<file path="src/design/tcw_pkg.sv">
package tcw_pkg;

	// Internal widths cover the largest supported screen (255 columns, 63 rows).
	localparam int COL_W = 8;
	localparam int ROW_W = 6;
	localparam int IDX_W = 14;

	// Widths of the result ports.
	localparam int CELL_INDEX_W = 11;
	localparam int CELL_W = 16;
	localparam int CURSOR_COL_W = 7;
	localparam int CURSOR_ROW_W = 5;

	localparam logic [7:0] NL_BYTE = 8'h0A;
	localparam logic [7:0] SPACE_BYTE = 8'h20;
	localparam logic [CELL_W-1:0] BLANK_CELL = 16'h0720;

	typedef logic [7:0] char_t;

	// One classified character on its way from the front to the back.
	typedef struct packed {
		logic is_char;
		char_t ch;
		logic [IDX_W-1:0] idx;
		logic [COL_W-1:0] col;
		logic [ROW_W-1:0] row;
		logic clr;
	} cmd_t;

	typedef struct packed {
		logic wrote_cell;
		logic [CELL_INDEX_W-1:0] cell_index;
		logic [CELL_W-1:0] cell_value;
		logic [CURSOR_COL_W-1:0] cursor_col;
		logic [CURSOR_ROW_W-1:0] cursor_row;
		logic cleared;
	} res_t;

endpackage

</file>
<file path="src/design/tcw_cmdq.sv">
module tcw_cmdq (
	input logic clk,
	input logic arst_n,
	input logic wr_en,
	input tcw_pkg::cmd_t wr_data,
	output logic q_full,
	input logic rd_en,
	output logic rd_valid,
	output tcw_pkg::cmd_t rd_data
);
	import tcw_pkg::*;

	cmd_t entry_q [2];
	logic wr_ptr_q;
	logic rd_ptr_q;
	logic [1:0] count_q;

	assign q_full = (count_q == 2'd2);
	assign rd_valid = (count_q != 2'd0);
	assign rd_data = entry_q[rd_ptr_q];

	always_ff @(posedge clk) begin
		if (wr_en) begin
			entry_q[wr_ptr_q] <= wr_data;
		end
	end

	always_ff @(posedge clk or negedge arst_n) begin
		if (!arst_n) begin
			wr_ptr_q <= 1'b0;
			rd_ptr_q <= 1'b0;
			count_q <= 2'd0;
		end else begin
			if (wr_en) begin
				wr_ptr_q <= ~wr_ptr_q;
			end
			if (rd_en) begin
				rd_ptr_q <= ~rd_ptr_q;
			end
			if (wr_en && !rd_en) begin
				count_q <= count_q + 2'd1;
			end else if (rd_en && !wr_en) begin
				count_q <= count_q - 2'd1;
			end
		end
	end

`ifndef SYNTH
	a_no_overflow: assert property (@(posedge clk) disable iff (!arst_n)
		wr_en |-> (!q_full || rd_en))
		else $error("command queue written while full");
	a_no_underflow: assert property (@(posedge clk) disable iff (!arst_n)
		rd_en |-> rd_valid)
		else $error("command queue read while empty");
	a_count_step: assert property (@(posedge clk) disable iff (!arst_n)
		(wr_en && !rd_en) |=> (count_q == $past(count_q) + 2'd1))
		else $error("command queue fill level lost a write");
`endif

endmodule

</file>
<file path="config.mk">
export PLATFORM = sky130hd
export DESIGN_NAME = tcw_cmdq
export DESIGN_NICKNAME = d
export VERILOG_FILES = /design/src/design/tcw_pkg.sv /design/src/design/tcw_cmdq.sv
export SDC_FILE = /design/constraint.sdc
export NUM_CORES = 1
export LEC_CHECK = 0
export BUFFER_PORTS_ARGS = -buffer_cell sky130_fd_sc_hd__buf_2
export CORE_MARGIN = 2
export CORE_UTILIZATION = 51
export DETAILED_ROUTE_END_ITERATION = 10
export GPL_TIMING_DRIVEN = 0
export HOLD_SLACK_MARGIN = 0.08
export MAX_ROUTING_LAYER = met4
export PLACE_DENSITY = 0.83
export SLEW_MARGIN = 20
export SYNTH_ARGS = -nofsm -noshare
export SYNTH_HDL_FRONTEND = slang
export SYNTH_SLANG_ARGS = --single-unit
export TNS_END_PERCENT = 20
</file>
<file path="constraint.sdc">
create_clock -name clk -period 3.38 [get_ports clk]
set_input_delay 0.169 -clock clk [delete_from_list [all_inputs] [get_ports clk]]
set_output_delay 0.169 -clock clk [all_outputs]
set_load 0.005 [all_outputs]
</file>
==> results.txt <==
- Depth of the CTS H-tree: 3
- Synth cell count leaders: edfxtp_1, mux2_2, mux2_4, dfrtp_1, xor2_1
- In this run the post-CTS setup repair buffer count came out at 0.
- Counting the buffers created by CTS gives 9.
* Total of max-cap violations: 0
* Mean Syn Cell Area: 22.2 um2
- CTS tree: yes
* Worst-path cell chain: buf_6 -> buf_8 -> mux2_4 -> buf_2
- Dominant cells by area after synthesis: edfxtp_1, mux2_2, mux2_4
* Starting density of the core: 53.4%
- Clock latency on the worst-skew pair: around 0.34 ns
* Areal power density over the cells: around 710 nW/um2
* Total via count after detailed routing: about 1.7k
* Async S/R FF share, synth: around 5.0%
- Hold-fix buffer count after cts: 41
- Most frequent cell after synthesis: edfxtp_1
- Setup total negative slack on the finished layout was measured at 0 ns.
* Static power due to leakage: ~1.6 nW
* Most used DFF post-synth: edfxtp_1
* Share of the clock period used by the worst path: 49.3%
- RSZ-0062 raised after global routing: false
* Crit path max fanout: 10
- After clock tree synthesis, the clock-pin slew on the worst setup and hold paths is 0.07 ns.
- The wire-length estimate of the detail-placed layout is roughly 3200 um.
* Sinks on Clock Net: 80
- Largest stage delay, worst path: 0.38 ns
- Maximum number of pins on one net before global-route repair: 22
- STA puts the critical path data required time at around 3.2 ns.
- Slew Viols, Final: 0
* Number of DRC violations after detailed-routing iteration 0: 56
- Drt wl/cell: 15.4 um
- Root Driver: clkbuf_8
- Synthesis produced a netlist whose cell count is 134.
- The first global-routing pass estimated roughly 8000 um of wire.
- After synthesis, the netlist uses 15 different library cells.
* Total routing resource utilization after global routing: around 18%
- Final hold violations: 0
- Initial antenna violation count: 0
* Detailed-route wire length: between 5000 and 6000 um
* Worst max-slew margin expressed relative to the limit: 59.0%
- Relative to the synthesized area, the layout overhead comes to 38.6%.
- Across the VDD grid, the largest voltage drop is about 0.00046 V.
- The slowest stage of the critical path is the dfrtp_1 cell.
- Post-CTS repair changed the size of 0 cells.
- Die width: slightly above 80 um
- Counting along the longest clock path gives a buffer depth of 2.
- For this design the top-level I/O count stands at ~80.
- Standard cell core area: ~5600 um2
- Timing would allow up to 600 MHz.
- Depth of the worst register-to-register path: 2
- Via-to-Cell Ratio: 4.79
- For the pin with the worst max-slew slack, the measured transition is between 0.6 and 0.7 ns.
* Clock skew: between 0.005 and 0.006 ns
- DIE AREA: between 6000 and 7000 um2
* Number of flip-flops and latches in the synthesized netlist: 80
* Type of the tightest min-delay check: in2async
- The congestion estimate from routability-driven global placement came to slightly above 0.7.
- Post-route total power: approximately 0.003 W
* Result of the run: finished, final reports clean
- The post-route netlist has ~51% of its cells at a drive strength greater than 1.
- Setup violations remaining at the end of the flow were counted as 0.
* Net count after synthesis: between 150 and 200
* Arrival @ worst endpoint: 1.50 ns
* Type of origin of the critical path: flop
- Element type at the critical path end: primary output
* Via count of the first global-routing pass: 1773
- From bottom edge to top edge, the die measures 80.4 um.
- Number of enable-type register cells in the synthesized netlist: 76
- Sequential cells were found to cover roughly four fifths of the synthesized design area.
- GR Overflow Total: 0
- After layout, the minimum clock period comes to ~1.7 ns.
- Number of diodes: 0
- Count of buffers inserted at the top-level ports: 81
* Netlist Area Pre-Place: approximately 3000 um2
* Fill cell count: 341
- After detailed routing, the number of remaining DRC violations is 0.
- Cell taking the most area after synthesis: edfxtp_1
* Critical path class: reg2out
- Number of rows created at floorplan: 27
* Drt first pass iters: 4
- Count of nets after finishing: around 310
- Synth Warn #: 0
- The share of synthesized area in the top cell type comes to about three quarters.
- The detail route stage leaves a number of antenna-violating nets equal to 0.
## flip-flops by register name, summed over array words and instances, names as in the netlist
register,count
entry_q,76
count_q,2
rd_ptr_q,1
wr_ptr_q,1
## per-stage QoR
stage / instance area (um2) / setup WS, ns / util [%] / std cells / hold WS (ns)
final: 4130 / 1.71 / 74.0 / 346 / 0.166
after global routing: 4130 / 1.66 / 74.0 / 346 / 0.180
after CTS: 4130 / 1.69 / 74.0 / 346 / 0.148
after detailed placement: 3540 / 1.87 / 63.5 / 289 / -0.0193
after global placement: 3470 / -0.0571 / 62.3 / 287 / -0.0213
after floorplan: 2980 / 0.837 / - / 134 / -0.127
## layout by cell type (no fill, tap or decap), types with 2 or more instances in the layout
cell type	instances
edfxtp_1	76
buf_4	2
dfrtp_1	4
clkbuf_8	9
mux2_2	28
buf_16	2
xor2_1	4
clkinv_2	2
dlygate4sd3_1	41
mux2_4	10
clkinv_1	2
clkbuf_1	2
buf_2	81
## cells by family after synthesis
kind of cell             share of synthesized area (%)
flip-flops                                        80.0
buffers and inverters                             1.51
adder cells (fa/ha/maj)                          0.420
XOR/XNOR                                          1.47
AND/OR/NAND/NOR                                  0.966
multiplexers                                      15.6
## cell type report
cell class | count | area (um2) | share of cell area, %
Clock inverter | 5 | 47.5 | 1.15
Sequential cell | 80 | 2380 | 57.7
Buffer | 4 | 41.3 | 1.00
Clock buffer | 11 | 131 | 3.18
Tap cell | 72 | 90.1 | 2.18
Inverter | 1 | 3.75 | 0.0910
Timing Repair Buffer | 124 | 871 | 21.1
Multi-Input combinational cell | 49 | 559 | 13.6
## path summary, 6_finish.rpt
check	startpoint	slack, ns	endpoint
worst max-delay path	rd_ptr_q	1.71	rd_data[17]
worst min-delay path	arst_n	0.17	count_q[1]
worst max register to register	wr_ptr_q	1.90	entry_q[0][5]
worst min register to register	count_q[1]	0.50	count_q[1]
max in group asynchronous	arst_n	3.09	count_q[0]
min in group clk	count_q[1]	0.50	count_q[1]
## worst max-delay path: cells and delay by family, from the launching register on
| family | cells | cell delay (ns) |
|---|---|---|
| buf+inv | 3 | 0.47 |
| flops | 1 | 0.38 |
| mux | 1 | 0.31 |
## metal layers
layer | up-vias | global-route usage [%] | share of wire (%)
met5 | - | - | 0
met4 | 0 | 8.64 | 1.4
met3 | 11 | 3.15 | 5.5
met2 | 71 | 30.9 | 51
met1 | 787 | 19.6 | 42
li1 | 787 | - | -
## power breakdown
group | switching (W) | internal, W
Sequential | 0.0000620 | 0.00132
Clock | 0.000308 | 0.000334
Combinational | 0.000394 | 0.000518
Total | 0.000764 | 0.00217
(Power assumes the default switching activity.)
