--- config.mk ---
export PLATFORM = sky130hd
export DESIGN_NAME = tcw_front
export DESIGN_NICKNAME = d
export VERILOG_FILES = /design/src/design/tcw_pkg.sv /design/src/design/tcw_front.sv
export SDC_FILE = /design/constraint.sdc
export NUM_CORES = 1
export LEC_CHECK = 0
export BUFFER_PORTS_ARGS = -buffer_cell sky130_fd_sc_hd__buf_4
export CORE_ASPECT_RATIO = 0.9
export CORE_MARGIN = 2
export CORE_UTILIZATION = 53
export CTS_CLUSTER_DIAMETER = 30
export DETAILED_ROUTE_END_ITERATION = 8
export GPL_TIMING_DRIVEN = 0
export PLACE_DENSITY = 0.8
export SLEW_MARGIN = 30
export SYNTH_ARGS = -nofsm -noshare
export SYNTH_HDL_FRONTEND = slang
export SYNTH_SLANG_ARGS = --single-unit
--- constraint.sdc ---
create_clock -name clk -period 3.6 [get_ports clk]
set_clock_uncertainty 0.2 [all_clocks]
set_input_delay 0.9 -clock clk [delete_from_list [all_inputs] [get_ports clk]]
set_output_delay 0.9 -clock clk [all_outputs]
set_load 0.005 [all_outputs]
--- src/design/tcw_pkg.sv ---
package tcw_pkg;

	// Internal widths cover the largest supported screen (255 columns, 63 rows).
	localparam int COL_W = 8;
	localparam int ROW_W = 6;
	localparam int IDX_W = 14;

	// Widths of the result ports.
	localparam int CELL_INDEX_W = 11;
	localparam int CELL_W = 16;
	localparam int CURSOR_COL_W = 7;
	localparam int CURSOR_ROW_W = 5;

	localparam logic [7:0] NL_BYTE = 8'h0A;
	localparam logic [7:0] SPACE_BYTE = 8'h20;
	localparam logic [CELL_W-1:0] BLANK_CELL = 16'h0720;

	typedef logic [7:0] char_t;

	// One classified character on its way from the front to the back.
	typedef struct packed {
		logic is_char;
		char_t ch;
		logic [IDX_W-1:0] idx;
		logic [COL_W-1:0] col;
		logic [ROW_W-1:0] row;
		logic clr;
	} cmd_t;

	typedef struct packed {
		logic wrote_cell;
		logic [CELL_INDEX_W-1:0] cell_index;
		logic [CELL_W-1:0] cell_value;
		logic [CURSOR_COL_W-1:0] cursor_col;
		logic [CURSOR_ROW_W-1:0] cursor_row;
		logic cleared;
	} res_t;

endpackage

--- src/design/tcw_front.sv ---
module tcw_front #(
	parameter int COLUMNS = 80,
	parameter int ROWS = 25
) (
	input logic clk,
	input logic arst_n,
	input logic push,
	input tcw_pkg::char_t ch,
	input logic init_busy,
	input logic q_full,
	output logic full,
	output logic cmd_push,
	output tcw_pkg::cmd_t cmd
);
	import tcw_pkg::*;

	logic [COL_W-1:0] col_q;
	logic [ROW_W-1:0] row_q;
	logic [IDX_W-1:0] base_q;
	logic [COL_W-1:0] col_inc;
	logic [COL_W-1:0] col_n;
	logic [ROW_W-1:0] row_n;
	logic [IDX_W-1:0] base_n;
	logic is_nl;
	logic clr;

	assign full = q_full | init_busy;
	assign cmd_push = push & ~full;
	assign is_nl = (ch == NL_BYTE);
	assign col_inc = col_q + COL_W'(1);

	always_comb begin
		col_n = col_inc;
		row_n = row_q;
		base_n = base_q;
		if (is_nl || col_inc == COL_W'(COLUMNS)) begin
			col_n = '0;
			row_n = row_q + ROW_W'(1);
			base_n = base_q + IDX_W'(COLUMNS);
		end
		clr = (row_n == ROW_W'(ROWS));
		if (clr) begin
			col_n = '0;
			row_n = '0;
			base_n = '0;
		end
	end

	always_comb begin
		cmd.is_char = ~is_nl;
		cmd.ch = ch;
		cmd.idx = base_q + IDX_W'(col_q);
		cmd.col = col_n;
		cmd.row = row_n;
		cmd.clr = clr;
	end

	always_ff @(posedge clk or negedge arst_n) begin
		if (!arst_n) begin
			col_q <= '0;
			row_q <= '0;
			base_q <= '0;
		end else if (cmd_push) begin
			col_q <= col_n;
			row_q <= row_n;
			base_q <= base_n;
		end
	end

endmodule

==> reports/metrics.csv, run 1 <==
metric,value,unit
viasPerCell,5.85,
dp_cells,327,
synth_cell_types,49,
stdcell_count,363,
grt_pass1_wl,9400,µm
synth_top_family_by_area,simple AND/OR/NAND/NOR gates,
layout-drive-gt1-share,45.5,%
dp_hpwl,3450,µm
yosys.area.top_type,dfrtp_1,
worstPathArrival,2750,ps
postRouteAntennaNets,0,
antenna_cells,0,
crit_type,reg2out,
worstPathMaxFanout,6,
grt_overflow,0,
fmax,259,MHz
maxCapViolations,0,
crit_required,2500,ps
htreeDepth,1,
rows,20,
dieArea,4220,µm²
crit_path_max_incr_delay,380,ps
antenna_found_initial,0,
numPortBuffers,52,
syn_nets,251,
numCtsBuffers,3,
yosysTopAreaCellShare,30.5,%
async_flop_share,100,%
gp_congestion,0.822,
coreArea,3450,µm²
synthToLayoutAreaGrowth,48.0,%
hold_ws,303,ps
switchingPower,0.333,mW
p_sw_share,32.4,%
clockBufferDepth,2,
wl,6220,µm
cp-start-kind,flop,
grt_util_met2,51.2,%
die_x,68.2,µm
grt_pass1_vias,1983,
pwr-share-seq,33.1,%
period_needed,3850,ps
crit_chain,buf_6 > nand4_1 > nor3_2 > a2111oi_4 > buf_4 > buf_4 > buf_4 > a211oi_4 > o31ai_4 > buf_6 > a21oi_2 > buf_4,
critPathSlowestCell,nor3_2,
grt_use_met1,37.3,%
clock-root-buffer,clkbuf_8,
worstMarginPinSlew,789,ps
hp-class,in2async,
synth_area_per_cell,8.51,µm²
yosysWarnings,0,
crit_top_cell,buf_4,
postCtsHoldBufs,0,
fin_crit_sh,107,%
synth_xor_area_share,7.12,%
synth_mux_area_share,2.93,%
worst_slack,-254,ps
grt_usage,30.6,%
gr-usage-met3,6.85,%
drt_iter0_drc,177,
internal_power,0.696,mW
initial_core_util,57.0,%
failed_checks,setup timing,
grt_max_degree,25,
wl_per_cell,17.1,µm
rsz0062_at_grt,true,
ys_top_cells_by_area,"dfrtp_1, buf_4, nand2_1",
power_frac_comb,43.1,%
synth_fa_ha_area_share,4.45,%
clkPwrFrac,23.8,%
netlist_area,1970,µm²
grt-busiest-layer,met2,
clock_latency,280,ps
pin_count,53,
synth_simple_gate_area_share,27.0,%
num_vias,2124,
tritoncts,yes,
synth_cells,231,
synth_compound_area_share,19.0,%
synth_seq_cells,24,
p_leak,1.38,nW
fill_cells,194,
end_kind,output pin,
status,"complete, but fails checks",
synth_edf_count,0,
slew_viol_final,0,
relSlewSlack,46.9,%
power_density,354,nW/µm²
cts.sinks,24,
yosysSeqAreaShare,30.5,%
fp.dieH,61.8,µm
drt_pass1_iterations,5,
drcViolationCount,0,
path_clk_slew,90,ps
peakVddDrop,0.299,mV
setup_viol_count_final,13,
hold_viol_final,0,
nets,340,
synth_ff_type,dfrtp_1,
-- timing repair --
| action | in CTS | in global routing |
|---|---|---|
| pin swaps | 16 | 9 |
| gates cloned | 1 | 0 |
| hold endpoints to repair | 0 | 0 |
| setup endpoints to repair | 14 | 14 |
| buffers inserted | 24 | 8 |
| gates resized for setup | 39 | 8 |
-- flip-flops by register name, summed over array words and instances, names as in the netlist --
name	flops
base_q	10
row_q	6
col_q	8
-- metrics by stage --
| step | cell area (µm²) | power, mW | util, % | setup WS [ps] | TNS, ps |
|---|---|---|---|---|---|
| finish | 2910 | 1.03 | 84.3 | -254 | -2440 |
| global placement | 2410 | 0.664 | 69.9 | -412 | -4980 |
| CTS | 2820 | 0.971 | 81.7 | -135 | -1280 |
| floorplan | 1970 | 0.518 | - | 8.30 | 0 |
| detailed placement | 2410 | 0.671 | 69.9 | -474 | -5590 |
| global route | 2910 | 1.08 | 84.3 | -394 | -4130 |
-- final timing paths --
| check | start | end | slack [ps] | cells after the start |
|---|---|---|---|---|
| worst max register to register | col_q[2]$_DFFE_PN0P_ | base_q[11]$_DFFE_PN0P_ | 280 | 14 |
| worst min-delay path | arst_n | col_q[3]$_DFFE_PN0P_ | 300 | 1 |
| worst max-delay path | col_q[2]$_DFFE_PN0P_ | cmd[11] | -250 | 12 |
| min in group clk | row_q[5]$_DFFE_PN0P_ | row_q[5]$_DFFE_PN0P_ | 340 | 1 |
| max in group asynchronous | arst_n | col_q[0]$_DFFE_PN0P_ | 2630 | 1 |
| worst min register to register | row_q[5]$_DFFE_PN0P_ | row_q[5]$_DFFE_PN0P_ | 340 | 1 |
-- cells in the final DEF, fill, tap and decap left out, drive strengths merged --
cell type | synthesis | final
nand3 | 7 | 7
inv | 5 | 5
or3 | 5 | 5
mux2i | 2 | 2
dfrtp | 24 | 24
a21o | 7 | 7
mux2 | 3 | 3
a2111oi | 1 | 1
nand2 | 25 | 25
a21oi | 8 | 8
xor2 | 8 | 8
bufinv | 0 | 1
clkbuf | 8 | 11
a211oi | 1 | 1
and2 | 1 | 1
xnor2 | 8 | 8
ha | 7 | 7
and3 | 1 | 1
or2 | 3 | 3
o31ai | 4 | 4
o21ai | 14 | 14
a21boi | 1 | 1
a22o | 4 | 4
a211o | 2 | 2
nand4 | 4 | 4
nor4b | 5 | 5
and4 | 1 | 1
o221ai | 2 | 2
buf | 17 | 101
nor3 | 11 | 11
nand2b | 3 | 3
o21a | 3 | 3
nor2b | 5 | 5
o2bb2ai | 2 | 2
nor2 | 24 | 24
nor4bb | 2 | 2
nor4 | 3 | 3
-- power groups by stage --
stage                     combinational, mW  clock, mW  sequential, mW
final                                 0.443      0.244           0.341
after global routing                  0.480      0.257           0.345
after floorplan                       0.189          0           0.329
after detailed placement              0.331          0           0.340
after CTS                             0.391      0.246           0.335
after global placement                0.325          0           0.339
-- kinds of logic after synthesis --
group | count (synthesis)
XOR/XNOR | 16
buffers and inverters | 30
multiplexers | 5
flip-flops | 24
AND/OR/NAND/NOR | 100
adder cells (fa/ha/maj) | 7
AO/OA/AOI/OAI | 49
-- layout make-up --
cell class	instances	area (µm²)	area share [%]
clock inverters	1	30.0	1.03
flip-flops and latches	24	607	20.9
well taps	44	55.1	1.89
clock buffers	3	41.3	1.42
inverters	5	18.8	0.645
plain buffers	24	165	5.67
repair buffers	85	676	23.2
multi-input cells	177	1320	45.3
-- worst max-delay path: cells and delay by family, from the launching register on --
kind                   cells  cell delay (ps)
DFF                        1              360
buffers and inverters      6              850
and+or+nand+nor            2              570
AOI/OAI and AO/OA          4              690
-- metal layers --
layer,part of all wire [%],vias up
li1,-,984
met1,39,1008
met2,51,117
met3,7.0,15
met4,2.6,0
met5,0,-
-- cells in the mapped netlist, drive strengths merged, types with 3 or more instances --
library cell / count
a21oi: 8
clkbuf: 8
inv: 5
ha: 7
nor2b: 5
nand4: 4
mux2: 3
nand2: 25
xor2: 8
buf: 17
a22o: 4
or2: 3
nor2: 24
o31ai: 4
nand2b: 3
dfrtp: 24
nor4b: 5
nor3: 11
o21a: 3
a21o: 7
o21ai: 14
nor4: 3
or3: 5
nand3: 7
xnor2: 8
Note: power is estimated with default switching activity, not from simulation.
==> run 2, diff against run 1 <==
Settings changed: RECOVER_POWER from default to 25.
==> run 2 against run 1 <==
  * Fmax about the same
  * Global-route usage unchanged
  * Largest cell class unchanged
  * Non-clock buffer count unchanged
  * The flow still finishes with violations (setup timing)
==> reports/metrics.csv, run 2 (same netlist as run 1, synthesis figures left out) <==
metric,value,unit,change
status,"complete, but fails checks",,
failed_checks,setup timing,,
coreArea,3450,µm²,unchanged
place_ws,-474,ps,unchanged
pin_count,53,,unchanged
initial_core_util,57.0,%,unchanged
stdcell_count,363,,unchanged
clockBufferDepth,2,,unchanged
multi_input_area,1320,µm²,unchanged
grt_pass1_wl,9400,µm,unchanged
antenna_cells,0,,unchanged
numPortBuffers,52,,unchanged
clock_latency,280,ps,about the same
r2r_setup_slack,280,ps,about the same
grt_usage,30.6,%,unchanged
die_x,68.2,µm,unchanged
mostFrequentLayoutCell,buf_4,,
period_needed,3860,ps,+1.36 ps
viasPerCell,5.80,,-0.89%
setup_viol_count_final,13,,unchanged
tritoncts,yes,,
fp.dieH,61.8,µm,unchanged
crit_top_cell,buf_4,,
relSlewSlack,9.33,%,-38 points
antenna_found_initial,0,,unchanged
critPathSlowestCell,nor3_2,,
cts.sinks,24,,unchanged
fmax,259,MHz,about the same
grt_max_degree,25,,unchanged
hp-class,reg2reg,,
crit_type,reg2out,,
worstMarginPinSlew,1360,ps,+571 ps
slew_viol_final,0,,unchanged
num_vias,2105,,-0.89%
maxCapViolations,0,,unchanged
worst_slack,-255,ps,-1.36 ps
gp_congestion,0.822,,unchanged
p_leak,1.37,nW,-0.26%
final_cell_mix,"buf_4, nand2_1, dfrtp_1, nor2_1, buf_6",,
postCtsHoldBufs,0,,unchanged
tns,-2410,ps,+36.2 ps
numCtsBuffers,3,,unchanged
grt_overflow,0,,unchanged
max_flop_register,base_q,,
drt_iter0_drc,177,,unchanged
wl_per_cell,17.1,µm,about the same
dieArea,4220,µm²,unchanged
dp_hpwl,3450,µm,unchanged
grt_pass1_vias,1983,,unchanged
wl,6220,µm,about the same
path_clk_slew,90,ps,about the same
postRouteAntennaNets,0,,unchanged
htreeDepth,1,,unchanged
top_regs,"base_q (10), col_q (8), row_q (6)",,
drcViolationCount,0,,unchanged
rows,20,,unchanged
nets,340,,unchanged
crit_family,buffers and inverters,,
crit_path_max_incr_delay,380,ps,about the same
fill_cells,196,,+1.0%
end_kind,output pin,,
largest_reg_flops,10,,unchanged
layout-drive-gt1-share,45.1,%,-0.31 points
dp_cells,327,,unchanged
synthToLayoutAreaGrowth,47.8,%,
drt_pass1_iterations,5,,unchanged
peakVddDrop,0.300,mV,+0.17%
ff_latch_area,607,µm²,unchanged
fin_crit_sh,107,%,about the same
hold_viol_final,0,,unchanged
crit_required,2500,ps,about the same
worstPathArrival,2760,ps,about the same
rsz0062_at_grt,true,,
cp-start-kind,flop,,
clock-root-buffer,clkbuf_8,,
worstPathMaxFanout,6,,unchanged
critPathBufInv,6,,unchanged
power_density,354,nW/µm²,+0.13%
crit_chain,buf_6 > nand4_1 > nor3_2 > a2111oi_4 > buf_4 > buf_4 > buf_4 > a211oi_4 > o31ai_4 > buf_6 > a21oi_2 > buf_4,,
==> run 2: cell types whose count changed in the layout (fill, tap and decap cells not counted), sizes merged <==
cell,before,now
buf,101,100
clkbuf,11,12
==> run 2: stage by stage <==
stage | utilization, % | hold slack [ps] | instance area (µm²) | total power, mW
after global placement | 69.9 | 293 | 2410 | 0.664
after floorplan | - | 271 | 1970 | 0.518
after detailed placement | 69.9 | 293 | 2410 | 0.671
final | 84.2 | 343 | 2910 | 1.03
after CTS | 81.7 | 321 | 2820 | 0.971
after global routing | 84.2 | 376 | 2910 | 1.08
==> run 2: where the power goes <==
group | switching, mW | leakage [nW] | total (mW) | internal, mW
combinational | 0.196 | 1.03 | 0.443 | 0.248
sequential | 0.0423 | 0.308 | 0.341 | 0.298
clock | 0.0956 | 0.0357 | 0.245 | 0.149
==> run 2: timing repair <==
action                                  in CTS  in global routing
resized for setup                           39                  8
endpoints found under the setup margin      14                 14
gates cloned                                 1                  0
pin swaps                                   16                  9
buffers inserted                            24                  8
==> run 2: worst paths after layout <==
kind / depth (start not counted) / end / start
worst max register to register: 14 / base_q[11]$_DFFE_PN0P_ / col_q[2]$_DFFE_PN0P_
worst max-delay path: 12 / cmd[11] / col_q[2]$_DFFE_PN0P_
min in group asynchronous: 1 / col_q[3]$_DFFE_PN0P_ / arst_n
worst min register to register: 1 / row_q[5]$_DFFE_PN0P_ / row_q[5]$_DFFE_PN0P_
max in group asynchronous: 1 / col_q[0]$_DFFE_PN0P_ / arst_n
worst min-delay path: 1 / row_q[5]$_DFFE_PN0P_ / row_q[5]$_DFFE_PN0P_
==> run 2: routing by layer <==
layer  vias up  share of wire [%]  global-route usage [%]
li1        984                  -                       -
met1      1001                 40                    37.3
met2       105                 51                    51.2
met3        15                6.7                    6.85
met4         0                2.6                    16.0
met5         -                  0                       0
==> run 2: layout make-up <==
class	count	share of cell area [%]
clock buffers	3	1.42
inverters	5	0.646
flip-flops and latches	24	20.9
clock inverters	1	1.03
plain buffers	24	5.68
well taps	44	1.89
repair buffers	85	23.1
multi-input cells	177	45.3
==> run 3, diff against run 2 <==
Settings changed: CORE_UTILIZATION 53 to 45, PLACE_DENSITY 0.8 to 0.7.
==> run 3 against run 2 <==
  * The flow still finishes with violations (setup timing)
  * Combinational power grew 3%
  * Power shrank 4.5%
  * Hold slack lost 19 ps
==> reports/metrics.csv, run 3 (same netlist as run 1, synthesis figures left out) <==
metric,value,unit,change
status,"complete, but fails checks",,
failed_checks,setup timing,,
rows,22,,+10%
largest_reg_flops,10,,unchanged
fp.dieH,66.7,µm,+8.0%
grt_use_met1,29.4,%,-7.8 points
grt_usage,22.5,%,-8.1 points
cp-start-kind,input pin,,
drt_pass1_iterations,4,,-1
hold_viol_final,0,,unchanged
power_density,337,nW/µm²,-4.7%
worstPathMaxFanout,5,,-1
grt_max_degree,25,,unchanged
grt_overflow,0,,unchanged
drt_iter0_drc,86,,-51%
wl_per_cell,14.8,µm,-14%
place_ws,-442,ps,+32.0 ps
fin_crit_sh,105,%,-2.0 points
nets,337,,-0.88%
multi_input_area,1350,µm²,+2.2%
antenna_found_initial,0,,unchanged
hp-start,row_q[5]$_DFFE_PN0P_,,
max_flop_register,base_q,,
crit_type,in2out,,
period_needed,3780,ps,-73.2 ps
dp_hpwl,3370,µm,-2.6%
grt_pass1_vias,1794,,-9.5%
end_kind,output pin,,
postCtsHoldBufs,0,,unchanged
grt_util_met2,40.2,%,-11 points
crit_required,2500,ps,about the same
numCtsBuffers,3,,unchanged
tritoncts,yes,,
tns,-1690,ps,+717 ps
slew_viol_final,0,,unchanged
crit_chain,buf_8 > nor4bb_4 > nand2_2 > nand2_2 > buf_6 > nor2_2 > a211o_4 > o31ai_4 > buf_6 > nor2_2 > buf_4,,
p_leak,1.37,nW,-0.70%
synthToLayoutAreaGrowth,48.0,%,
postRouteAntennaNets,0,,unchanged
numPortBuffers,52,,unchanged
top_regs,"base_q (10), col_q (8), row_q (6)",,
relSlewSlack,7.02,%,-2.3 points
mostFrequentLayoutCell,buf_4,,
grt-busiest-layer,met2,,
dieArea,4920,µm²,+17%
critPathSlowestCell,a211o_4,,
ff_latch_area,604,µm²,-0.41%
fmax,264,MHz,+1.9%
num_vias,1967,,-6.6%
stdcell_count,364,,+0.28%
path_clk_slew,90,ps,about the same
worst_slack,-182,ps,+73.2 ps
htreeDepth,1,,unchanged
layout-drive-gt1-share,44.9,%,-0.20 points
hold_ws,324,ps,-19.1 ps
wl,5390,µm,-13%
coreArea,4130,µm²,+20%
r2r_start,col_q[2]$_DFFE_PN0P_,,
crit_path_max_incr_delay,340,ps,-40 ps
dp_cells,331,,+1.2%
gr-usage-met3,3.63,%,-3.2 points
gp_congestion,0.791,,-3.8%
drcViolationCount,0,,unchanged
clock_latency,280,ps,about the same
critPathBufInv,4,,-2
die_x,73.7,µm,+8.0%
crit_start,ch[0],,
pin_count,53,,unchanged
viasPerCell,5.40,,-6.8%
initial_core_util,47.6,%,-9.3 points
finalPower,0.983,mW,-4.5%
worstMarginPinSlew,1390,ps,+34.7 ps
antenna_cells,0,,unchanged
cts.sinks,24,,unchanged
hp-class,reg2reg,,
final_cell_mix,"buf_4, nand2_1, dfrtp_1, buf_6, nor2_1",,
setup_viol_count_final,13,,unchanged
rsz0062_at_grt,true,,
worstPathArrival,2680,ps,-80 ps
clockBufferDepth,2,,unchanged
grt_pass1_wl,8630,µm,-8.3%
final_util,70.5,%,-14 points
crit_family,simple AND/OR/NAND/NOR gates,,
peakVddDrop,0.217,mV,-27%
fill_cells,322,,+64%
maxCapViolations,0,,unchanged
clock-root-buffer,clkbuf_8,,
finalInstanceArea,2910,µm²,+0.17%
place_area,2420,µm²,+0.21%
==> run 3: repair_timing <==
| action | CTS | global route |
|---|---|---|
| gates cloned | 1 | 1 |
| endpoints found under the setup margin | 14 | 13 |
| gates resized for setup | 40 | 14 |
| setup buffers | 21 | 6 |
| pin swaps | 18 | 8 |
==> run 3: final cells by class <==
cell class | instances | area share [%]
Multi-Input combinational cell | 177 | 46.2
Timing Repair Buffer | 81 | 22.3
Sequential cell | 24 | 20.8
Buffer | 25 | 6.06
Tap cell | 48 | 2.06
Clock buffer | 4 | 1.89
Inverter | 5 | 0.645
==> run 3: metal layers <==
metal | share of wire [%] | up-vias
li1 | - | 983
met1 | 46 | 933
met2 | 50 | 45
met3 | 3.8 | 6
met4 | 0.46 | 0
met5 | 0 | -
==> run 3: path summary, 6_finish.rpt <==
kind	end	slack (ps)	depth (start not counted)
setup reg to reg	base_q[8]$_DFFE_PN0P_	560	9
hold reg to reg	row_q[5]$_DFFE_PN0P_	320	1
min in group asynchronous	col_q[3]$_DFFE_PN0P_	720	1
setup / recovery	cmd[7]	-180	11
hold / removal	row_q[5]$_DFFE_PN0P_	320	1
max in group asynchronous	col_q[4]$_DFFE_PN0P_	1560	1
==> run 3: power by group <==
part	total [mW]	internal, mW	leakage, nW	switching, mW
sequential	0.333	0.297	0.309	0.0354
clock	0.192	0.0981	0.0288	0.0937
combinational	0.458	0.260	1.03	0.198
total	0.983	0.655	1.37	0.327
==> run 3: worst reg2reg max path: stages, from the launching register on <==
cell	delay [ps]
dfrtp_1	350
buf_6	100
nand4_1	160
or2_4	300
mux2i_4	320
o221ai_2	170
a211o_4	320
buf_4	150
nor4_1	690
nor3_1	140
